### src/rtl/core/wfd_pkg.sv
// Weather frame decoder package: frame geometry, digest constants, codes and shared types.
// No dependencies; compiled first.

package wfd_pkg;

    localparam int FRAME_BYTES  = 25;
    localparam int DIGEST_BYTES = 23;
    localparam int DIG_START    = FRAME_BYTES - DIGEST_BYTES;
    localparam int CELLS        = FRAME_BYTES - 1;
    localparam int CNT_W        = $clog2(FRAME_BYTES + 1);
    localparam int SNAP_LO      = DIG_START;
    localparam int SNAP_HI      = 21;

    localparam logic [7:0]  WHITEN       = 8'hAA;
    localparam logic [15:0] DG_GEN       = 16'h8810;
    localparam logic [15:0] DG_KEY       = 16'hBA95;
    localparam logic [15:0] DG_XOR       = 16'h6DF1;
    localparam logic [3:0]  TYPE_WEATHER = 4'h1;
    localparam logic [7:0]  BATT_MASK    = 8'h06;
    localparam logic [15:0] ID_ALL_ONES  = 16'hFFFF;

    localparam logic [4:0]  STORM_LEVEL_RST   = 5'd16;
    localparam logic [7:0]  STORM_TRIGGER_RST = 8'd3;

    typedef enum logic [2:0] {
        ST_OK          = 3'd0,
        ST_LENGTH      = 3'd1,
        ST_DIGEST      = 3'd2,
        ST_NOT_WEATHER = 3'd3,
        ST_ID_MISMATCH = 3'd4
    } status_t;

    typedef enum logic [1:0] {
        CFG_SENSOR_ID     = 2'd0,
        CFG_STORM_LEVEL   = 2'd1,
        CFG_STORM_TRIGGER = 2'd2
    } cfg_idx_t;

    // frame as seen on the last byte, de-whitened
    typedef struct packed {
        logic                       len_ok;
        logic                       dig_ok;
        logic [SNAP_HI:SNAP_LO][7:0] m;
    } snap_t;

    // raw decoded readings, before saturation and ID check
    typedef struct packed {
        status_t            status;
        logic [15:0]        fid;
        logic signed [13:0] temp;
        logic [7:0]         hum;
        logic [20:0]        rain;
        logic [10:0]        gust;
        logic [15:0]        gust36;
        logic [10:0]        avg;
        logic [10:0]        dir;
        logic [17:0]        light;
        logic [10:0]        uv;
        logic               batt;
    } raw_t;

    typedef struct packed {
        logic [15:0] key;
        logic [15:0] mix;
    } dg_step_t;

    // one byte of the LFSR digest, msb first
    function automatic dg_step_t dg_step(logic [7:0] data, logic [15:0] key_in);
        dg_step_t    r;
        logic [15:0] k;
        k     = key_in;
        r.mix = '0;
        for (int i = 7; i >= 0; i--)
        begin
            if (data[i])
            begin
                r.mix = r.mix ^ k;
            end
            k = k[0] ? ((k >> 1) ^ DG_GEN) : (k >> 1);
        end
        r.key = k;
        return r;
    endfunction

endpackage

### src/rtl/core/wfd_if.sv
// Handshake channels of the weather frame decoder: byte input, result output, register writes.
// Depends on wfd_pkg.

interface wfd_byte_if;
    import wfd_pkg::*;
    logic       valid;
    logic       ready;
    logic [7:0] rx_byte;
    logic       last_byte;
    modport source (output valid, rx_byte, last_byte, input ready);
    modport sink   (input valid, rx_byte, last_byte, output ready);
endinterface

interface wfd_result_if;
    import wfd_pkg::*;
    logic               valid;
    logic               ready;
    logic [2:0]         status;
    logic [15:0]        frame_id;
    logic signed [13:0] temp_centi;
    logic [6:0]         humidity;
    logic [19:0]        rain_tenth_mm;
    logic [9:0]         gust_speed;
    logic [9:0]         avg_speed;
    logic [9:0]         wind_heading;
    logic [16:0]        light_level;
    logic [9:0]         uv_level;
    logic               battery_ok;
    logic               storm_flag;
    modport source (output valid, status, frame_id, temp_centi, humidity, rain_tenth_mm,
                    gust_speed, avg_speed, wind_heading, light_level, uv_level,
                    battery_ok, storm_flag, input ready);
    modport sink   (input valid, status, frame_id, temp_centi, humidity, rain_tenth_mm,
                    gust_speed, avg_speed, wind_heading, light_level, uv_level,
                    battery_ok, storm_flag, output ready);
endinterface

interface wfd_cfg_if;
    import wfd_pkg::*;
    logic        valid;
    logic        ready;
    logic [1:0]  index;
    logic [15:0] data;
    modport source (output valid, index, data, input ready);
    modport sink   (input valid, index, data, output ready);
endinterface

### src/rtl/core/wfd_cell.sv
// One byte cell of the frame shift chain; takes its neighbour's byte on each accepted word.
// No package dependency.

module wfd_cell (
    input  logic       clk,
    input  logic       shift,
    input  logic [7:0] d,
    output logic [7:0] q
);

    logic [7:0] data_reg;
    logic [7:0] data_next;

    always_comb
    begin
        data_next = shift ? d : data_reg;
    end

    always_ff @(posedge clk)
    begin
        data_reg <= data_next;
    end

    assign q = data_reg;

endmodule

### src/rtl/core/wfd_digest.sv
// Running LFSR-16 digest, one byte per accepted word, restarted at the frame head.
// Depends on wfd_pkg.

module wfd_digest (
    input  logic                      clk,
    input  logic                      step,
    input  logic [wfd_pkg::CNT_W-1:0] count,
    input  logic [7:0]                data,
    output logic [15:0]               sum_final
);
    import wfd_pkg::*;

    logic [15:0] key_reg;
    logic [15:0] key_next;
    logic [15:0] sum_reg;
    logic [15:0] sum_next;
    dg_step_t    st;

    assign st        = dg_step(data, key_reg);
    assign sum_final = sum_reg ^ st.mix;

    always_comb
    begin
        key_next = key_reg;
        sum_next = sum_reg;
        if (step)
        begin
            if (count < CNT_W'(DIG_START))
            begin
                key_next = DG_KEY;
                sum_next = '0;
            end
            else
            begin
                key_next = st.key;
                sum_next = sum_final;
            end
        end
    end

    always_ff @(posedge clk)
    begin
        key_reg <= key_next;
        sum_reg <= sum_next;
    end

endmodule

### src/rtl/core/wfd_decode.sv
// Second pipe stage: frame status checks and BCD to binary conversion of the readings.
// Depends on wfd_pkg.

module wfd_decode (
    input  logic          clk,
    input  logic          load,
    input  wfd_pkg::snap_t snap,
    output wfd_pkg::raw_t  raw
);
    import wfd_pkg::*;

    raw_t               raw_reg;
    raw_t               raw_next;
    logic [10:0]        t;
    logic signed [11:0] t_adj;
    logic signed [13:0] t_ext;

    function automatic logic [10:0] bcd3(logic [3:0] a, logic [3:0] b, logic [3:0] c);
        return 11'(a) * 11'd100 + 11'(b) * 11'd10 + 11'(c);
    endfunction

    always_comb
    begin
        raw_next = '0;
        if (!snap.len_ok)
        begin
            raw_next.status = ST_LENGTH;
        end
        else if (!snap.dig_ok)
        begin
            raw_next.status = ST_DIGEST;
        end
        else if ((snap.m[6][7:4] ^ WHITEN[7:4]) != TYPE_WEATHER)
        begin
            raw_next.status = ST_NOT_WEATHER;
        end
        else
        begin
            raw_next.status = ST_OK;
        end

        if (raw_next.status != ST_LENGTH && raw_next.status != ST_DIGEST)
        begin
            raw_next.fid = {snap.m[2], snap.m[3]};
        end

        raw_next.dir    = bcd3(snap.m[4][7:4], snap.m[4][3:0], snap.m[5][7:4]);
        raw_next.gust   = bcd3(snap.m[7][7:4], snap.m[7][3:0], snap.m[8][7:4]);
        raw_next.gust36 = 16'(raw_next.gust) * 16'd36;
        raw_next.avg    = bcd3(snap.m[8][3:0], snap.m[9][7:4], snap.m[9][3:0]);
        raw_next.uv     = bcd3(snap.m[20][7:4], snap.m[20][3:0], snap.m[21][7:4]);
        raw_next.hum    = 8'(snap.m[16][7:4]) * 8'd10 + 8'(snap.m[16][3:0]);

        raw_next.rain = 21'(snap.m[10][7:4]) * 21'd100000 + 21'(snap.m[10][3:0]) * 21'd10000
                      + 21'(snap.m[11][7:4]) * 21'd1000 + 21'(snap.m[11][3:0]) * 21'd100
                      + 21'(snap.m[12][7:4]) * 21'd10 + 21'(snap.m[12][3:0]);

        // lowest digit dropped; a units nibble of ten or more carries one
        raw_next.light = 18'(snap.m[17][7:4]) * 18'd10000 + 18'(snap.m[17][3:0]) * 18'd1000
                       + 18'(snap.m[18][7:4]) * 18'd100 + 18'(snap.m[18][3:0]) * 18'd10
                       + 18'(snap.m[19][7:4]) + 18'(snap.m[19][3:0] > 4'd9);

        t     = bcd3(snap.m[14][7:4], snap.m[14][3:0], snap.m[15][7:4]);
        t_adj = (t > 11'd600) ? ($signed({1'b0, t}) - 12'sd1000) : $signed({1'b0, t});
        t_ext = {{2{t_adj[11]}}, t_adj};
        raw_next.temp = (t_ext <<< 3) + (t_ext <<< 1);

        raw_next.batt = ((snap.m[15] & BATT_MASK) != BATT_MASK);
    end

    always_ff @(posedge clk)
    begin
        if (load)
        begin
            raw_reg <= raw_next;
        end
    end

    assign raw = raw_reg;

endmodule

### src/rtl/core/weather_frame_decoder.sv
// Weather frame decoder top level: byte cell chain, digest, decode stage, ID and storm state.
// Depends on wfd_pkg, wfd_if, wfd_cell, wfd_digest, wfd_decode.
//
//   channel | dir | word
//   rx      | in  | rx_byte, last_byte
//   res     | out | status, frame_id and readings
//   cfg     | in  | index, data (write only)
//
// One byte is taken each cycle while rx.ready is high; cfg is always ready.
// res.valid rises once the frame has passed the snapshot, decode and output registers in turn.
// rx.ready falls only when the result pipe is full and res.ready is low.
// Reset clears counters, learnt ID and storm flag, and presets the storm count.

module weather_frame_decoder (
    input  logic            clk,
    input  logic            rst_n,
    wfd_byte_if.sink        rx,
    wfd_result_if.source    res,
    wfd_cfg_if.sink         cfg
);
    import wfd_pkg::*;

    logic [7:0] cell_d [CELLS];
    logic [7:0] cell_q [CELLS];

    logic in_fire;
    logic frame_end;
    logic cfg_fire;
    logic out_free;
    logic s1_free;
    logic s1_fire;
    logic s2_free;
    logic s2_fire;

    logic [CNT_W-1:0] byte_count_reg;
    logic [CNT_W-1:0] byte_count_next;
    logic             overflow_reg;
    logic             overflow_next;

    logic [15:0] sum_final;
    logic [7:0]  rx_clear;

    logic  s1_valid_reg;
    logic  s2_valid_reg;
    logic  out_valid_reg;
    snap_t snap_reg;
    snap_t snap_next;
    raw_t  raw;

    logic [15:0] sensor_id_reg;
    logic [4:0]  storm_level_reg;
    logic [7:0]  storm_trigger_reg;
    logic [15:0] learned_id_reg;
    logic [15:0] learned_id_next;
    logic        id_learned_reg;
    logic        id_learned_next;
    logic [7:0]  storm_count_reg;
    logic [7:0]  storm_count_next;
    logic        stormy_reg;
    logic        stormy_next;

    logic [15:0] active_id;
    logic        learn;
    logic        good;
    logic [15:0] level_x500;
    status_t     status_next;

    status_t            status_reg;
    logic [15:0]        frame_id_reg;
    logic signed [13:0] temp_reg;
    logic [6:0]         hum_reg;
    logic [19:0]        rain_reg;
    logic [9:0]         gust_reg;
    logic [9:0]         avg_reg;
    logic [9:0]         dir_reg;
    logic [16:0]        light_reg;
    logic [9:0]         uv_reg;
    logic               batt_reg;
    logic               storm_flag_reg;

    function automatic logic [9:0] sat10(logic [10:0] v);
        return v[10] ? 10'h3FF : v[9:0];
    endfunction

    assign out_free  = !out_valid_reg || res.ready;
    assign s2_free   = !s2_valid_reg || out_free;
    assign s2_fire   = s2_valid_reg && out_free;
    assign s1_free   = !s1_valid_reg || s2_free;
    assign s1_fire   = s1_valid_reg && s2_free;
    assign rx.ready  = s1_free;
    assign in_fire   = rx.valid && s1_free;
    assign frame_end = in_fire && rx.last_byte;
    assign cfg.ready = 1'b1;
    assign cfg_fire  = cfg.valid;

    assign rx_clear = rx.rx_byte ^ WHITEN;

    // byte k of the frame sits in cell CELLS-1-k while byte CELLS is on the input
    genvar j;
    for (j = 0; j < CELLS; j++)
    begin : g_cell
        if (j == 0)
        begin : g_head
            assign cell_d[j] = rx_clear;
        end
        else
        begin : g_link
            assign cell_d[j] = cell_q[j-1];
        end
        wfd_cell u_cell (
            .clk   (clk),
            .shift (in_fire),
            .d     (cell_d[j]),
            .q     (cell_q[j])
        );
    end

    wfd_digest u_digest (
        .clk       (clk),
        .step      (in_fire),
        .count     (byte_count_reg),
        .data      (rx_clear),
        .sum_final (sum_final)
    );

    always_comb
    begin
        byte_count_next = byte_count_reg;
        overflow_next   = overflow_reg;
        if (in_fire)
        begin
            if (rx.last_byte)
            begin
                byte_count_next = '0;
                overflow_next   = 1'b0;
            end
            else if (byte_count_reg < CNT_W'(FRAME_BYTES))
            begin
                byte_count_next = byte_count_reg + 1'b1;
            end
            else
            begin
                overflow_next = 1'b1;
            end
        end
    end

    always_ff @(posedge clk or negedge rst_n)
    begin
        if (!rst_n)
        begin
            byte_count_reg <= '0;
            overflow_reg   <= 1'b0;
        end
        else
        begin
            byte_count_reg <= byte_count_next;
            overflow_reg   <= overflow_next;
        end
    end

    always_comb
    begin
        snap_next        = '0;
        snap_next.len_ok = (byte_count_reg == CNT_W'(CELLS)) && !overflow_reg;
        snap_next.dig_ok = (({cell_q[CELLS-1], cell_q[CELLS-2]} ^ sum_final) == DG_XOR);
        for (int k = SNAP_LO; k <= SNAP_HI; k++)
        begin
            snap_next.m[k] = cell_q[CELLS-1-k];
        end
    end

    always_ff @(posedge clk)
    begin
        if (frame_end)
        begin
            snap_reg <= snap_next;
        end
    end

    wfd_decode u_decode (
        .clk  (clk),
        .load (s1_fire),
        .snap (snap_reg),
        .raw  (raw)
    );

    always_ff @(posedge clk or negedge rst_n)
    begin
        if (!rst_n)
        begin
            s1_valid_reg  <= 1'b0;
            s2_valid_reg  <= 1'b0;
            out_valid_reg <= 1'b0;
        end
        else
        begin
            if (frame_end)
            begin
                s1_valid_reg <= 1'b1;
            end
            else if (s1_fire)
            begin
                s1_valid_reg <= 1'b0;
            end

            if (s1_fire)
            begin
                s2_valid_reg <= 1'b1;
            end
            else if (s2_fire)
            begin
                s2_valid_reg <= 1'b0;
            end

            if (s2_fire)
            begin
                out_valid_reg <= 1'b1;
            end
            else if (res.ready)
            begin
                out_valid_reg <= 1'b0;
            end
        end
    end

    // ID check, learning and storm hysteresis
    assign active_id  = id_learned_reg ? learned_id_reg : sensor_id_reg;
    assign learn      = (raw.status == ST_OK) && (active_id == '0 || active_id == ID_ALL_ONES);
    assign good       = (raw.status == ST_OK) && (learn || raw.fid == active_id);
    assign level_x500 = 16'(storm_level_reg) * 16'd500;

    always_comb
    begin
        status_next = raw.status;
        if (raw.status == ST_OK && !good)
        begin
            status_next = ST_ID_MISMATCH;
        end

        learned_id_next = learned_id_reg;
        id_learned_next = id_learned_reg;
        if (learn)
        begin
            learned_id_next = raw.fid;
            id_learned_next = 1'b1;
        end

        storm_count_next = storm_count_reg;
        stormy_next      = stormy_reg;
        if (good && storm_level_reg != '0)
        begin
            if (raw.gust36 >= level_x500)
            begin
                if (storm_count_reg != '0)
                begin
                    storm_count_next = storm_count_reg - 8'd1;
                end
                else
                begin
                    stormy_next = 1'b1;
                end
            end
            else
            begin
                if (storm_count_reg < storm_trigger_reg)
                begin
                    storm_count_next = storm_count_reg + 8'd1;
                end
                else
                begin
                    storm_count_next = storm_trigger_reg;
                end
                if (storm_count_next == storm_trigger_reg)
                begin
                    stormy_next = 1'b0;
                end
            end
        end
    end

    always_ff @(posedge clk or negedge rst_n)
    begin
        if (!rst_n)
        begin
            sensor_id_reg     <= '0;
            storm_level_reg   <= STORM_LEVEL_RST;
            storm_trigger_reg <= STORM_TRIGGER_RST;
            learned_id_reg    <= '0;
            id_learned_reg    <= 1'b0;
            storm_count_reg   <= STORM_TRIGGER_RST;
            stormy_reg        <= 1'b0;
        end
        else
        begin
            if (s2_fire)
            begin
                learned_id_reg  <= learned_id_next;
                storm_count_reg <= storm_count_next;
                stormy_reg      <= stormy_next;
            end
            // a new sensor ID drops the learnt one
            if (cfg_fire && cfg.index == CFG_SENSOR_ID)
            begin
                id_learned_reg <= 1'b0;
            end
            else if (s2_fire)
            begin
                id_learned_reg <= id_learned_next;
            end
            if (cfg_fire)
            begin
                case (cfg.index)
                    CFG_SENSOR_ID:     sensor_id_reg     <= cfg.data;
                    CFG_STORM_LEVEL:   storm_level_reg   <= cfg.data[4:0];
                    CFG_STORM_TRIGGER: storm_trigger_reg <= cfg.data[7:0];
                    default:           ;
                endcase
            end
        end
    end

    always_ff @(posedge clk)
    begin
        if (s2_fire)
        begin
            status_reg     <= status_next;
            frame_id_reg   <= raw.fid;
            storm_flag_reg <= stormy_next;
            if (good)
            begin
                temp_reg  <= raw.temp;
                hum_reg   <= raw.hum[7] ? 7'h7F : raw.hum[6:0];
                rain_reg  <= raw.rain[20] ? 20'hFFFFF : raw.rain[19:0];
                gust_reg  <= sat10(raw.gust);
                avg_reg   <= sat10(raw.avg);
                dir_reg   <= sat10(raw.dir);
                light_reg <= raw.light[17] ? 17'h1FFFF : raw.light[16:0];
                uv_reg    <= sat10(raw.uv);
                batt_reg  <= raw.batt;
            end
            else
            begin
                temp_reg  <= '0;
                hum_reg   <= '0;
                rain_reg  <= '0;
                gust_reg  <= '0;
                avg_reg   <= '0;
                dir_reg   <= '0;
                light_reg <= '0;
                uv_reg    <= '0;
                batt_reg  <= 1'b0;
            end
        end
    end

    assign res.valid         = out_valid_reg;
    assign res.status        = status_reg;
    assign res.frame_id      = frame_id_reg;
    assign res.temp_centi    = temp_reg;
    assign res.humidity      = hum_reg;
    assign res.rain_tenth_mm = rain_reg;
    assign res.gust_speed    = gust_reg;
    assign res.avg_speed     = avg_reg;
    assign res.wind_heading  = dir_reg;
    assign res.light_level   = light_reg;
    assign res.uv_level      = uv_reg;
    assign res.battery_ok    = batt_reg;
    assign res.storm_flag    = storm_flag_reg;

endmodule

### src/flat_wrapper.sv
// flat-port wrapper written by rule: the top's interface ports become plain ports
module weather_frame_decoder_flat import wfd_pkg::*;
  (clk, rst_n, rx_valid, rx_rx_byte, rx_last_byte, rx_ready, res_valid, res_status, res_frame_id, res_temp_centi, res_humidity, res_rain_tenth_mm, res_gust_speed, res_avg_speed, res_wind_heading, res_light_level, res_uv_level, res_battery_ok, res_storm_flag, res_ready, cfg_valid, cfg_index, cfg_data, cfg_ready);
  wfd_byte_if rx_i ();
  wfd_result_if res_i ();
  wfd_cfg_if cfg_i ();
  input  logic clk;
  input  logic rst_n;
  input wire logic [$bits(rx_i.valid)-1:0] rx_valid;
  input wire logic [$bits(rx_i.rx_byte)-1:0] rx_rx_byte;
  input wire logic [$bits(rx_i.last_byte)-1:0] rx_last_byte;
  output wire logic [$bits(rx_i.ready)-1:0] rx_ready;
  output wire logic [$bits(res_i.valid)-1:0] res_valid;
  output wire logic [$bits(res_i.status)-1:0] res_status;
  output wire logic [$bits(res_i.frame_id)-1:0] res_frame_id;
  output wire logic [$bits(res_i.temp_centi)-1:0] res_temp_centi;
  output wire logic [$bits(res_i.humidity)-1:0] res_humidity;
  output wire logic [$bits(res_i.rain_tenth_mm)-1:0] res_rain_tenth_mm;
  output wire logic [$bits(res_i.gust_speed)-1:0] res_gust_speed;
  output wire logic [$bits(res_i.avg_speed)-1:0] res_avg_speed;
  output wire logic [$bits(res_i.wind_heading)-1:0] res_wind_heading;
  output wire logic [$bits(res_i.light_level)-1:0] res_light_level;
  output wire logic [$bits(res_i.uv_level)-1:0] res_uv_level;
  output wire logic [$bits(res_i.battery_ok)-1:0] res_battery_ok;
  output wire logic [$bits(res_i.storm_flag)-1:0] res_storm_flag;
  input wire logic [$bits(res_i.ready)-1:0] res_ready;
  input wire logic [$bits(cfg_i.valid)-1:0] cfg_valid;
  input wire logic [$bits(cfg_i.index)-1:0] cfg_index;
  input wire logic [$bits(cfg_i.data)-1:0] cfg_data;
  output wire logic [$bits(cfg_i.ready)-1:0] cfg_ready;
  assign rx_i.valid = rx_valid;
  assign rx_i.rx_byte = rx_rx_byte;
  assign rx_i.last_byte = rx_last_byte;
  assign rx_ready = rx_i.ready;
  assign res_valid = res_i.valid;
  assign res_status = res_i.status;
  assign res_frame_id = res_i.frame_id;
  assign res_temp_centi = res_i.temp_centi;
  assign res_humidity = res_i.humidity;
  assign res_rain_tenth_mm = res_i.rain_tenth_mm;
  assign res_gust_speed = res_i.gust_speed;
  assign res_avg_speed = res_i.avg_speed;
  assign res_wind_heading = res_i.wind_heading;
  assign res_light_level = res_i.light_level;
  assign res_uv_level = res_i.uv_level;
  assign res_battery_ok = res_i.battery_ok;
  assign res_storm_flag = res_i.storm_flag;
  assign res_i.ready = res_ready;
  assign cfg_i.valid = cfg_valid;
  assign cfg_i.index = cfg_index;
  assign cfg_i.data = cfg_data;
  assign cfg_ready = cfg_i.ready;
  weather_frame_decoder u_core (.clk(clk), .rst_n(rst_n), .rx(rx_i), .res(res_i), .cfg(cfg_i));
endmodule
### config.mk
export PLATFORM = sky130hd
export DESIGN_NAME = weather_frame_decoder_flat
export DESIGN_NICKNAME = d
export VERILOG_FILES = /design/src/rtl/core/wfd_pkg.sv /design/src/rtl/core/wfd_if.sv /design/src/rtl/core/wfd_cell.sv /design/src/rtl/core/wfd_digest.sv /design/src/rtl/core/wfd_decode.sv /design/src/rtl/core/weather_frame_decoder.sv /design/src/flat_wrapper.sv
export SDC_FILE = /design/constraint.sdc
export NUM_CORES = 1
export LEC_CHECK = 0
export ABC_AREA = 1
export BUFFER_PORTS_ARGS = -buffer_cell sky130_fd_sc_hd__buf_2
export CAP_MARGIN = 30
export CORE_MARGIN = 4
export CORE_UTILIZATION = 44
export CTS_CLUSTER_DIAMETER = 50
export DETAILED_ROUTE_END_ITERATION = 8
export PLACE_DENSITY_LB_ADDON = 0.2
export SLEW_MARGIN = 10
export SYNTH_ARGS = -nofsm -noshare
export SYNTH_HDL_FRONTEND = slang
export SYNTH_SLANG_ARGS = --single-unit
### constraint.sdc
create_clock -name clk -period 19.1 [get_ports clk]
set_input_delay 3.82 -clock clk [delete_from_list [all_inputs] [get_ports clk]]
set_output_delay 3.82 -clock clk [all_outputs]
set_load 0.01 [all_outputs]
# After elaboration in Yosys (flattened, before gate mapping)
# Cells that the tools add are included.
# word_totals
inputBits	32
output_inout_bits	122
elab_cells	259
ff_bits	700
# classes
mux	50
n_eq_ne	13
n_reduce_logical	40
bitwise_logic	19
multipliers	22
magnitude_cmp	6
n_addsub	26
# op_table
cell	n
two-way mux 16 bit	17
bitwise XOR 16 bit	9
multiplier 4 x 5 -> 9 bit (second input constant)	7
multiplier 4 x 3 -> 7 bit (second input constant)	8
adder 11 x 4 -> 11 bit	5
adder 11 x 8 -> 11 bit	5
two-way mux 10 bit	4
two-way mux 8 bit	5
multiplier 4 x 10 -> 14 bit (second input constant)	2
inverter 2 -> 3 bit	8
multiplier 4 x 7 -> 11 bit (second input constant)	2
adder 21 x 11 -> 21 bit	1
adder 21 x 14 -> 21 bit	1
adder 21 x 18 -> 21 bit	1
adder 21 x 4 -> 21 bit	1
adder 21 x 8 -> 21 bit	1
two-way mux 20 bit	1
adder 18 x 1 -> 18 bit	1
adder 18 x 11 -> 18 bit	1
adder 18 x 14 -> 18 bit	1
adder 18 x 4 -> 18 bit	1
adder 18 x 8 -> 18 bit	1
two-way mux 17 bit	1
equality test 16 x 15 -> 1 bit (second input constant)	1
44 further kinds	91

# Longest topological paths before layout
# Gate-level depths: netlist (run 1).
# logic_depth
ltp_word	19
ltp_mapped	33
depth_no_buf	33

# Cells and area by module
# From an unflattened synthesis (run 1), not the netlist that was laid out.
# unflattened
hier_cells	3633
hier_area_um2	39286.4
# by_module_without_submodules
mod	area_each_um2	cells_per_inst	n_inst
wfd_decode	14849.2	1507	1
weather_frame_decoder	14679.1	1294	1
wfd_cell	240.2	8	24
wfd_digest	3992.6	640	1

# Worst setup path before layout (run 1)
# Ideal clock, no wire load.
# synth_path
path_kind	in2reg
from	input port res_ready
to	register u_core.byte_count_reg[2]
cell_stages	11
t_required_ns	18.681
path_slack_ns	7.592
n_path_buf	0
arrival_ns	11.089
cell_sequence	inv_1 > nand2_1 > nor2_1 > nand2_1 > nand2_1 > nor2_1 > inv_1 > nand2_1 > inv_1 > nor3_1 > nor3b_1
# synth_between
elab_chain_len	5
# synth_lines
element	line	source
start: declaration	flat_wrapper.sv:26	input wire logic [$bits(res_i.ready)-1:0] res_ready;
logical OR 1 bit	weather_frame_decoder.sv:85	assign out_free = !out_valid_reg || res.ready;
logical OR 1 bit	weather_frame_decoder.sv:86	assign s2_free = !s2_valid_reg || out_free;
logical OR 1 bit	weather_frame_decoder.sv:88	assign s1_free = !s1_valid_reg || s2_free;
net rx_ready	flat_wrapper.sv:12	output wire logic [$bits(rx_i.ready)-1:0] rx_ready;
logical AND 1 bit	weather_frame_decoder.sv:91	assign in_fire = rx.valid && s1_free;
AND reduction 2 bit (no line)	-	
end signal: assignment	weather_frame_decoder.sv:157	byte_count_reg <= byte_count_next;
end: declaration	weather_frame_decoder.sv:35	logic [CNT_W-1:0] byte_count_reg;
# The timed path passes the listed nets, and every way through them passes these cells.
# A chain may end at the register's enable or synchronous reset.

# Worst setup path in the final report (run 1)
# layout_path
from	input port res_ready
to	output port rx_ready
# layout_between
elab_chain_len	3
# layout_lines
element	line
logical OR 1 bit	weather_frame_decoder.sv:85
logical OR 1 bit	weather_frame_decoder.sv:86
logical OR 1 bit	weather_frame_decoder.sv:88
end: declaration	flat_wrapper.sv:12
# No other way between the ends.

==> results of run 1 <==
==> final cells by class <==
cell class	instances	area share [%]
Timing Repair Buffer	162	1.973
Multi-Input combinational cell	2425	37.25
Clock buffer	100	5.181
Inverter	529	4.618
Sequential cell	679	46.28
Clock inverter	59	1.362
Tap cell	1155	3.332
==> worst max-delay path, cell delays in order <==
cell,delay [ns]
buf_2,0.10
inv_1,0.04
nand2_1,0.07
nor2_1,0.12
nand2_1,0.10
buf_2,0.15
==> metal layers <==
| layer | part of all wire, % | routed length, um |
|---|---|---|
| met4 | 1.9 | 1508 |
| met1 | 49 | 38030 |
| met3 | 4.4 | 3408 |
| met2 | 45 | 34960 |
| met5 | 0 | 0 |
==> report_power, final <==
| part | internal [W] | leakage [nW] | switching [W] | total (W) |
|---|---|---|---|---|
| clock network | 0.000943 | 1.37 | 0.000650 | 0.00159 |
| logic | 0.000628 | 12.1 | 0.00100 | 0.00163 |
| registers | 0.00186 | 6.67 | 0.0000826 | 0.00195 |
| total | 0.00343 | 20.2 | 0.00174 | 0.00517 |
==> placed cells by master (no fill, tap or decap), types with 4 or more instances in the layout <==
cell type / Yosys / routed
edfxtp_1: 615 / 615
buf_2: 17 / 152
nor2_1: 332 / 331
a21o_1: 10 / 10
clkbuf_1: 37 / 12
nand3b_1: 18 / 18
inv_8: 0 / 8
or2_2: 6 / 6
nand4_1: 27 / 27
o21bai_1: 12 / 12
ha_1: 383 / 383
a21oi_1: 129 / 129
fa_1: 103 / 103
clkbuf_16: 0 / 88
o21ai_1: 4 / 4
clkinv_2: 0 / 7
a31oi_1: 7 / 7
dfstp_2: 5 / 5
bufinv_16: 0 / 6
o21a_1: 10 / 10
inv_6: 0 / 13
o21ai_2: 10 / 10
clkinv_1: 2 / 17
nor3_1: 11 / 11
xor2_1: 143 / 143
clkinvlp_4: 0 / 6
xnor2_1: 59 / 59
o21ai_0: 103 / 103
clkinv_8: 0 / 5
nand3_1: 194 / 194
buf_4: 3 / 9
inv_1: 525 / 522
nand2_1: 838 / 838
dfrtp_1: 59 / 59
==> per-stage QoR <==
step                worst slack, ns  instance area, sq um
floorplan                     7.592                 38510
global placement              10.85                 40500
detailed placement            10.87                 40510
CTS                           10.87                 43350
global route                  10.75                 43370
finish                        10.88                 43370
==> worst max path at each step <==
stage,from,endpoint,slack (ns),cells past startpoint
2_1_floorplan,res_ready,u_core.byte_count_reg[2]$_DFFE_PN0P_,7.59,11
4_1_cts,res_ready,rx_ready,10.87,6
5_1_grt,res_ready,rx_ready,10.75,6
3_3_place_gp,res_ready,rx_ready,10.85,6
3_5_place_dp,res_ready,rx_ready,10.87,6
6_report,res_ready,rx_ready,10.88,6
==> cell families after synthesis <==
| group | after synthesis | synth area share (%) |
|---|---|---|
| AOI/OAI and AO/OA | 295 | 4.240 |
| xor gates and xnor gates | 202 | 4.595 |
| adders and majority gates | 486 | 17.80 |
| buffers and inverters | 593 | 5.924 |
| DFF | 679 | 52.14 |
| muxes | 3 | 0.08773 |
| other | 2 | 0.01950 |
| and+or+nand+nor | 1437 | 15.20 |
==> impl_metrics.env, run 1 <==
export IMPL_total_power_w=0.005169
export IMPL_rsz0062_at_grt="no"
export IMPL_synth_ff_type="edfxtp_1"
export IMPL_r2r_slack_ns=12.95
export IMPL_cellPowerDensity_nw_per_um2=119.2
export IMPL_fin_util_pct=50.00
export IMPL_setup_viol=0
export IMPL_crit_arrival_ns=4.40
export IMPL_antenna_left=0
export IMPL_drt_iter0_drc=1409
export IMPL_grt_max_degree=91
export IMPL_dieArea_sq_um=92310
export IMPL_met3_usage_pct=2.269
export IMPL_diodes=0
export IMPL_max_freq_ghz=0.1217
export IMPL_worstHoldStart="u_core.g_cell[10].u_cell.q[1]$_DFFE_PP_"
export IMPL_design_core_area_sq_um=86750
export IMPL_area_growth_pct=12.64
export IMPL_outcome="finished clean"
export IMPL_ctsHoldBuffers=0
export IMPL_antenna_found_initial=1
export IMPL_syn_avg_cell_area_sq_um=10.42
export IMPL_top_usage_layer="met2"
export IMPL_grt_util_met2_pct=26.69
export IMPL_die_h_um=303.8
export IMPL_slew_headroom_pct=37.34
export IMPL_synth_nets=4215
export IMPL_grt_usage_pct=16.78
export IMPL_critical_path_class="input port to primary output"
export IMPL_synth_area_sq_um=38510
export IMPL_r2r_start="u_core.snap_reg[77]$_DFFE_PP_"
export IMPL_vias_per_cell=4.827
export IMPL_fin_cells=5109
export IMPL_seq_area_frac_synth_pct=52.14
export IMPL_ys_top_cells_by_count="838 x nand2_1, 615 x edfxtp_1, 525 x inv_1, 383 x ha_1, 332 x nor2_1"
export IMPL_cts_made_buffers=85
export IMPL_cts_resized=0
export IMPL_synth_edf_count=615
export IMPL_firstDrtPassIters=7
export IMPL_synth_top_cell_area_share_pct=47.96
export IMPL_root_buffer="clkbuf_16"
export IMPL_dp_cells=4949
export IMPL_reg2reg_depth=25
export IMPL_async_flop_share_pct=9.426
export IMPL_r2r_end="u_core.u_decode.raw[97]$_DFFE_PP_"
export IMPL_clk_pin_slew_ns=0.06
export IMPL_yosys_area_top_type="edfxtp_1"
export IMPL_endpoint_kind="primary output"
export IMPL_ys_top_cells_by_area="edfxtp_1 48%, ha_1 12%, nand2_1 8.2%"
export IMPL_cts_tree="built"
export IMPL_grt_pass1_vias=23920
export IMPL_post_synth_top_count_cell="nand2_1"
export IMPL_drv_cap=0
export IMPL_syn_inst=3697
export IMPL_routed_wl_um=77900
export IMPL_hp_class="flop to flop"
export IMPL_wl_per_cell_um=15.25
export IMPL_hold_depth=0
export IMPL_required_ns=15.28
export IMPL_grt_first_pass_wirelength_um=126000
export IMPL_dp_final_hpwl_um=56830
export IMPL_fin_nets=4400
export IMPL_seq_area_sq_um=20080
export IMPL_place_gp_congestion=0.8609
export IMPL_post_cts_buffers=0
export IMPL_multi_input_area_sq_um=16160
export IMPL_portBuffers=151
export IMPL_period_minus_slack_ns=8.216
export IMPL_clk_latency_ns=0.62
export IMPL_grtUsageMet1_pct=24.37
export IMPL_drive_above_1_share_pct=8.346
export IMPL_start_util_pct=44.39
export IMPL_leakagePower_nw=20.16
export IMPL_row_count=108
export IMPL_cp_max_fo=3
export IMPL_final_hold_viol_count=0
export IMPL_fin_skew_ns=0.01820
export IMPL_post_route_period_util_pct=43.02
export IMPL_pin_count=154
export IMPL_largest_reg_flops=192
export IMPL_tightest_slew_ns=0.9399
export IMPL_final_max_slew_viol_count=0
export IMPL_ctsHtreeMaxLevel=3
export IMPL_n_fill_cell=7948
export IMPL_yosysWarnings=0
export IMPL_whs_ns=0.4141
export IMPL_synth_seq_cells=679
export IMPL_start_kind="input port"
export IMPL_ys_types=45
export IMPL_whs_endpoint="u_core.g_cell[11].u_cell.q[1]$_DFFE_PP_"
export IMPL_cts_max_path_buffers=3
export IMPL_irDropWorstVdd_v=0.00007252
export IMPL_grt_overflow_total=0
export IMPL_vias=24660
export IMPL_route_detailed_drc=0
export IMPL_fin_tns_setup_ns=0
export IMPL_clkSinkCount=679
export IMPL_die_w_um=303.8
(Power assumes the default switching activity.)
==> inputs of run 2 (changes only) <==
--- a/config.mk
+++ b/config.mk
@@ -5,7 +5,7 @@
 export SDC_FILE = /design/constraint.sdc
 export NUM_CORES = 1
 export LEC_CHECK = 0
-export ABC_AREA = 1
+export ABC_AREA = 0
 export BUFFER_PORTS_ARGS = -buffer_cell sky130_fd_sc_hd__buf_2
 export CAP_MARGIN = 30
 export CORE_MARGIN = 4
==> constraint.sdc (replaced) <==
create_clock -name clk -period 8.2 [get_ports clk]
set_input_delay 1.64 -clock clk [delete_from_list [all_inputs] [get_ports clk]]
set_output_delay 1.64 -clock clk [all_outputs]
set_load 0.01 [all_outputs]
==> run 2 against run 1 <==
  * Non-clock buffer count up 1
  * Wire length down 9.1%
  * Sequential share of layout area up 2.0 points
  * Final area down 4.1%
  * Largest cell class unchanged
  * Global-route usage down 0.81 points
  * Combinational power up 140%
  * Clock power up 130%
  * Register-to-register slack worse by 11 ns
==> impl_metrics.env, run 2 <==
export IMPL_synth_area_sq_um=36840
export IMPL_ys_top_cells_by_area="edfxtp_1 50%, ha_1 13%, xnor2_1 6.2%"
export IMPL_die_h_um=297.4
export IMPL_area_growth_pct=12.97
export IMPL_syn_avg_cell_area_sq_um=13.39
export IMPL_hp_class="flop to flop"
export IMPL_dp_final_hpwl_um=50700
export IMPL_antenna_left=0
export IMPL_fin_util_pct=50.44
export IMPL_ys_top_cells_by_count="615 x edfxtp_1, 383 x ha_1, 271 x inv_1, 261 x xnor2_1, 128 x nand2_1"
export IMPL_post_route_period_util_pct=73.17
export IMPL_diodes=0
export IMPL_ctsHoldBuffers=0
export IMPL_start_util_pct=44.65
export IMPL_fin_nets=3453
export IMPL_synth_seq_cells=679
export IMPL_synth_ff_type="edfxtp_1"
export IMPL_vias_per_cell=5.081
export IMPL_final_common_cell="edfxtp_1"
export IMPL_yosys_area_top_type="edfxtp_1"
export IMPL_n_fill_cell=7073
export IMPL_post_synth_top_count_cell="edfxtp_1"
export IMPL_cp_max_fo=7
export IMPL_fin_skew_ns=0.02281
export IMPL_synth_top_cell_area_share_pct=50.13
export IMPL_cts_resized=0
export IMPL_cts_made_buffers=86
export IMPL_endpoint_kind="flop"
export IMPL_final_hold_viol_count=0
export IMPL_grt_max_degree=190
export IMPL_grt_usage_pct=15.97
export IMPL_critical_path_class="flop to flop"
export IMPL_cts_max_path_buffers=3
export IMPL_required_ns=8.58
export IMPL_slew_headroom_pct=22.62
export IMPL_start_kind="flop"
export IMPL_clk_latency_ns=0.64
export IMPL_place_gp_congestion=0.8570
export IMPL_design_core_area_sq_um=82500
export IMPL_final_area_sq_um=41620
export IMPL_ctsHtreeMaxLevel=3
export IMPL_cts_tree="built"
export IMPL_grt_overflow_total=0
export IMPL_clk_pin_slew_ns=0.06
export IMPL_tightest_slew_ns=1.161
export IMPL_outcome="finished clean"
export IMPL_synth_edf_count=615
export IMPL_rsz0062_at_grt="no"
export IMPL_crit_arrival_ns=6.38
export IMPL_synth_nets=3269
export IMPL_max_freq_ghz=0.1667
export IMPL_dieArea_sq_um=88420
export IMPL_vias=20710
export IMPL_post_cts_buffers=0
export IMPL_routed_wl_um=70800
export IMPL_layout_common_cells="615 x edfxtp_1, 383 x ha_1, 268 x inv_1"
export IMPL_drt_iter0_drc=1159
export IMPL_final_max_slew_viol_count=0
export IMPL_syn_inst=2751
export IMPL_fin_ws_ns=2.200
export IMPL_seq_area_frac_synth_pct=54.50
export IMPL_yosysWarnings=0
export IMPL_ys_types=65
export IMPL_placed_area_sq_um=38760
export IMPL_grt_first_pass_wirelength_um=114500
export IMPL_die_w_um=297.4
export IMPL_row_count=105
export IMPL_cellPowerDensity_nw_per_um2=290.8
export IMPL_root_buffer="clkbuf_16"
export IMPL_clkSinkCount=679
export IMPL_pin_count=154
export IMPL_leakagePower_nw=17.16
export IMPL_route_detailed_drc=0
export IMPL_grt_pass1_vias=21250
export IMPL_irDropWorstVdd_v=0.0001624
export IMPL_dp_slack_ns=2.233
export IMPL_period_minus_slack_ns=6.000
export IMPL_antenna_found_initial=5
export IMPL_drive_above_1_share_pct=12.68
export IMPL_wl_per_cell_um=17.37
export IMPL_setup_viol=0
export IMPL_async_flop_share_pct=9.426
export IMPL_fin_tns_setup_ns=0
export IMPL_firstDrtPassIters=5
export IMPL_largest_reg_flops=192
export IMPL_drv_cap=0
export IMPL_portBuffers=151
run 2: changes by cell type in the layout (fill, tap and decap cells not counted), moves of 48 or more:
cell / previous run / this run
nor2b_1: 0 / 48
nand3_1: 194 / 19
o21a_1: 10 / 101
xor2_1: 143 / 87
nand2_1: 838 / 128
inv_1: 522 / 268
mux2_2: 3 / 52
nor2_1: 331 / 84
xnor2_1: 59 / 261
run 2: metrics by stage:
stage	hold slack [ns]	total power, W	cells
after floorplan	0.4003	0.007678	2751
after global placement	0.4023	0.008493	3915
after detailed placement	0.4061	0.008562	3916
after CTS	0.4157	0.01228	4074
after global routing	0.4145	0.01297	4075
final	0.4162	0.01210	4075
run 2: logic make-up (layout without fill, tap and decap cells):
logic type | count (synthesis) | count (layout) | synth area share (%)
compound gates | 378 | 378 | 6.620
xor+xnor | 348 | 348 | 8.274
fa+ha+maj | 486 | 486 | 18.61
buf+inv | 339 | 593 | 3.610
flops | 679 | 679 | 54.50
mux | 83 | 83 | 2.432
other cells | 2 | 2 | 0.02039
simple gates | 436 | 436 | 5.944
run 2: layer usage:
metal | vias up | track usage [%] | wire length (um) | part of all wire (%)
li1 | 10060 | - | - | -
met1 | 10160 | 22.22 | 33170 | 47
met2 | 386 | 25.89 | 33070 | 47
met3 | 102 | 2.598 | 2924 | 4.1
met4 | 0 | 4.823 | 1640 | 2.3
met5 | - | 0 | 0 | 0
run 2: final timing paths:
| kind | start | endpoint | slack (ns) | depth (start not counted) |
|---|---|---|---|---|
| setup / recovery | u_core.snap_reg[100]$_DFFE_PP_ | u_core.u_decode.raw[121]$_DFFE_PP_ | 2.20 | 25 |
| setup reg to reg | u_core.snap_reg[100]$_DFFE_PP_ | u_core.u_decode.raw[121]$_DFFE_PP_ | 2.20 | 25 |
| min in group asynchronous | rst_n | u_core.storm_trigger_reg[2]$_DFFE_PN0P_ | 1.19 | 2 |
| hold / removal | u_core.g_cell[10].u_cell.q[1]$_DFFE_PP_ | u_core.g_cell[11].u_cell.q[1]$_DFFE_PP_ | 0.42 | 0 |
| hold reg to reg | u_core.g_cell[10].u_cell.q[1]$_DFFE_PP_ | u_core.g_cell[11].u_cell.q[1]$_DFFE_PP_ | 0.42 | 0 |
| max in group asynchronous | rst_n | u_core.res.valid$_DFFE_PN0P_ | 6.45 | 2 |
run 2: worst max-delay path: stages (launching register included):
cell	delay [ns]
edfxtp_1	0.45
ha_1	0.32
ha_1	0.16
inv_1	0.06
fa_1	0.47
inv_1	0.04
ha_1	0.28
ha_1	0.34
o21ai_0	0.39
nand2_1	0.11
nand2_1	0.08
o221ai_1	0.12
xnor2_1	0.22
o31ai_1	0.16
nor2b_1	0.49
xnor2_1	0.24
fa_1	0.47
a21oi_1	0.16
nor2_1	0.05
nor2_1	0.17
o21bai_1	0.10
a21oi_1	0.22
o21bai_1	0.09
a21oi_1	0.23
o21ai_0	0.16
xor2_1	0.16
run 2: area by class of cell:
class / count / area, sq um / area share, %
sequential: 679 / 20080 / 48.24
multi-input combinational: 1733 / 15450 / 37.14
clock buffer: 99 / 2211 / 5.313
tap: 1070 / 1339 / 3.217
inverter: 272 / 1035 / 2.486
timing repair buffer: 163 / 878.3 / 2.111
clock inverter: 59 / 623.1 / 1.497
run 2: power by group:
group / switching, W / internal (W)
Combinational: 0.00212 / 0.00178
Clock: 0.00155 / 0.00207
Sequential: 0.000222 / 0.00435
==> inputs of run 3 (changes only) <==
--- a/config.mk
+++ b/config.mk
@@ -5,7 +5,7 @@
 export SDC_FILE = /design/constraint.sdc
 export NUM_CORES = 1
 export LEC_CHECK = 0
-export ABC_AREA = 0
+export ABC_AREA = 1
 export BUFFER_PORTS_ARGS = -buffer_cell sky130_fd_sc_hd__buf_2
 export CAP_MARGIN = 30
 export CORE_MARGIN = 4
==> constraint.sdc (replaced) <==
create_clock -name clk -period 5.05 [get_ports clk]
set_input_delay 1.01 -clock clk [delete_from_list [all_inputs] [get_ports clk]]
set_output_delay 1.01 -clock clk [all_outputs]
set_load 0.01 [all_outputs]
==> run 3 against run 2 <==
  * Utilization increased by 1.2 points
  * Worst setup slack got worse by 2.2 ns
  * Worst hold slack got worse by 0.0094 ns
==> impl_metrics.env, run 3 (same netlist as run 1, synthesis figures left out) <==
export IMPL_clkSinkCount=679
export IMPL_crit_family="adder cells"
export IMPL_route_detailed_drc=0
export IMPL_grt_usage_pct=17.23
export IMPL_final_area_sq_um=44760
export IMPL_slew_headroom_pct=43.07
export IMPL_firstDrtPassIters=8
export IMPL_grt_first_pass_wirelength_um=129200
export IMPL_final_max_slew_viol_count=0
export IMPL_place_gp_congestion=0.8568
export IMPL_ctsHtreeMaxLevel=3
export IMPL_diodes=0
export IMPL_outcome="finished clean"
export IMPL_crit_buf_inv=5
export IMPL_largest_reg_flops=192
export IMPL_endpoint_kind="flop"
export IMPL_slowest_stage="fa_1"
export IMPL_irDropWorstVdd_v=0.0003534
export IMPL_crit_chain="fa_1, buf_4, fa_1, ha_4, nand2_2, o21ai_2, xor2_1, inv_1, fa_1, inv_2, fa_1, inv_2, ha_4, ha_4, nand2_2, nor2_1, nand2_1, nand3_4, nand2_2, nand2_2, a21oi_2, o21ai_2, buf_4, xor2_1"
export IMPL_multi_input_area_sq_um=16860
export IMPL_design_core_area_sq_um=86750
export IMPL_row_count=108
export IMPL_layout_common_cells="816 x nand2_1, 615 x edfxtp_1, 513 x inv_1"
export IMPL_drv_cap=0
export IMPL_final_hold_viol_count=0
export IMPL_antenna_left=0
export IMPL_period_minus_slack_ns=5.043
export IMPL_max_freq_ghz=0.1983
export IMPL_fin_cells=5182
export IMPL_tightest_slew_ns=0.8539
export IMPL_critical_path_class="flop to flop"
export IMPL_seq_area_sq_um=20080
export IMPL_crit_arrival_ns=5.44
export IMPL_die_w_um=303.8
export IMPL_vias_per_cell=4.837
export IMPL_pin_count=154
export IMPL_placed_area_sq_um=41120
export IMPL_cts_tree="built"
export IMPL_drt_iter0_drc=1492
export IMPL_drive_above_1_share_pct=12.99
export IMPL_routed_wl_um=80130
export IMPL_clk_pin_slew_ns=0.06
export IMPL_fin_skew_ns=0.02880
export IMPL_die_h_um=303.8
export IMPL_setup_viol=0
export IMPL_vias=25070
export IMPL_cp_max_fo=4
export IMPL_dp_final_hpwl_um=58390
export IMPL_grt_max_degree=78
export IMPL_cts_max_path_buffers=3
export IMPL_grt_pass1_vias=24500
export IMPL_start_kind="flop"
export IMPL_portBuffers=151
export IMPL_cellPowerDensity_nw_per_um2=473.0
export IMPL_leakagePower_nw=20.62
export IMPL_grt_overflow_total=0
export IMPL_required_ns=5.44
export IMPL_post_route_period_util_pct=99.85
export IMPL_final_common_cell="nand2_1"
export IMPL_cts_made_buffers=88
export IMPL_area_growth_pct=16.25
export IMPL_start_util_pct=44.39
export IMPL_ctsHoldBuffers=0
export IMPL_clk_latency_ns=0.64
export IMPL_rsz0062_at_grt="yes"
export IMPL_antenna_found_initial=2
export IMPL_cpPeakStageDelay_ns=0.56
export IMPL_root_buffer="clkbuf_16"
export IMPL_dp_cells=5002
export IMPL_fin_nets=4472
export IMPL_dieArea_sq_um=92310
export IMPL_wl_per_cell_um=15.46
export IMPL_hp_class="flop to flop"
export IMPL_total_power_w=0.02117
export IMPL_n_fill_cell=7676
[run 3: cell count changes in the layout (fill, tap and decap cells not counted), sizes merged, moves of 28 or more]
cell   previous run  this run
nand2           128       842
o21a            102        10
o21ai            61       117
xor2             87       143
nor2             84       333
mux2i            31         0
xnor2           261        59
nand3            19       196
nor2b            48         0
inv             286       547
mux2             52         3
and2             29         1
buf             163       230
[run 3: layout make-up]
type / count / share of cell area (%)
multi-input cells: 2426 / 37.66
flip-flops and latches: 679 / 44.85
clock buffers: 99 / 5.126
repair buffers: 230 / 3.248
well taps: 1155 / 3.229
clock inverters: 64 / 1.384
inverters: 529 / 4.500
[run 3: worst paths after layout]
kind / slack, ns / to / cells past startpoint / startpoint
min in group asynchronous: 0.55 / u_core.storm_count_reg[4]$_DFFE_PN0P_ / 2 / rst_n
min: 0.41 / u_core.u_decode.raw[79]$_DFFE_PP_ / 0 / u_core.snap_reg[80]$_DFFE_PP_
min reg2reg: 0.41 / u_core.u_decode.raw[79]$_DFFE_PP_ / 0 / u_core.snap_reg[80]$_DFFE_PP_
max reg2reg: 0.007 / u_core.u_decode.raw[95]$_DFFE_PP_ / 24 / u_core.snap_reg[77]$_DFFE_PP_
max in group asynchronous: 3.94 / u_core.byte_count_reg[1]$_DFFE_PN0P_ / 2 / rst_n
max: 0.007 / u_core.u_decode.raw[95]$_DFFE_PP_ / 24 / u_core.snap_reg[77]$_DFFE_PP_
[run 3: where the power goes]
group,switching (W),leakage (nW),internal (W)
Sequential,0.000306,6.67,0.00705
Clock,0.00252,1.43,0.00361
Combinational,0.00435,12.5,0.00335
[run 3: worst register-to-register path: stages, from the launching register on]
cell and delay (ns):
edfxtp_1 0.42, fa_1 0.56, buf_4 0.17, fa_1 0.48, ha_4 0.31, nand2_2 0.05
o21ai_2 0.14, xor2_1 0.16, inv_1 0.06, fa_1 0.49, inv_2 0.04, fa_1 0.51
inv_2 0.04, ha_4 0.26, ha_4 0.20, nand2_2 0.07, nor2_1 0.04, nand2_1 0.10
nand3_4 0.08, nand2_2 0.06, nand2_2 0.05, a21oi_2 0.16, o21ai_2 0.08, buf_4 0.13
xor2_1 0.13
[run 3: repair_timing]
| action | 4_1_cts | 5_1_grt |
|---|---|---|
| setup buffers | 3 | 11 |
| hold endpoints to repair | 0 | 0 |
| pin swaps | 22 | 30 |
| cloned | 0 | 1 |
| gates resized for setup | 24 | 90 |
| setup endpoints to repair | 18 | 29 |
[run 3: per-layer routing]
layer	up-vias	global-route usage [%]	routed length, um
li1	12740	-	-
met3	110	2.491	3395
met2	465	27.18	35990
met1	11750	24.86	39040
met5	-	0	0
met4	0	5.183	1697
[run 3: through the flow]
step                utilization (%)  setup slack (ns)  setup TNS, ns  hold slack [ns]
global placement              47.40          -0.02628       -0.06414           0.4012
global route                  51.60           -0.2808         -2.453           0.4157
detailed placement            47.40           -0.1592        -0.9528           0.4052
floorplan                         -          -0.08250         -18.51           0.4003
CTS                           51.00          0.001221              0           0.4160
finish                        51.60          0.007350              0           0.4068
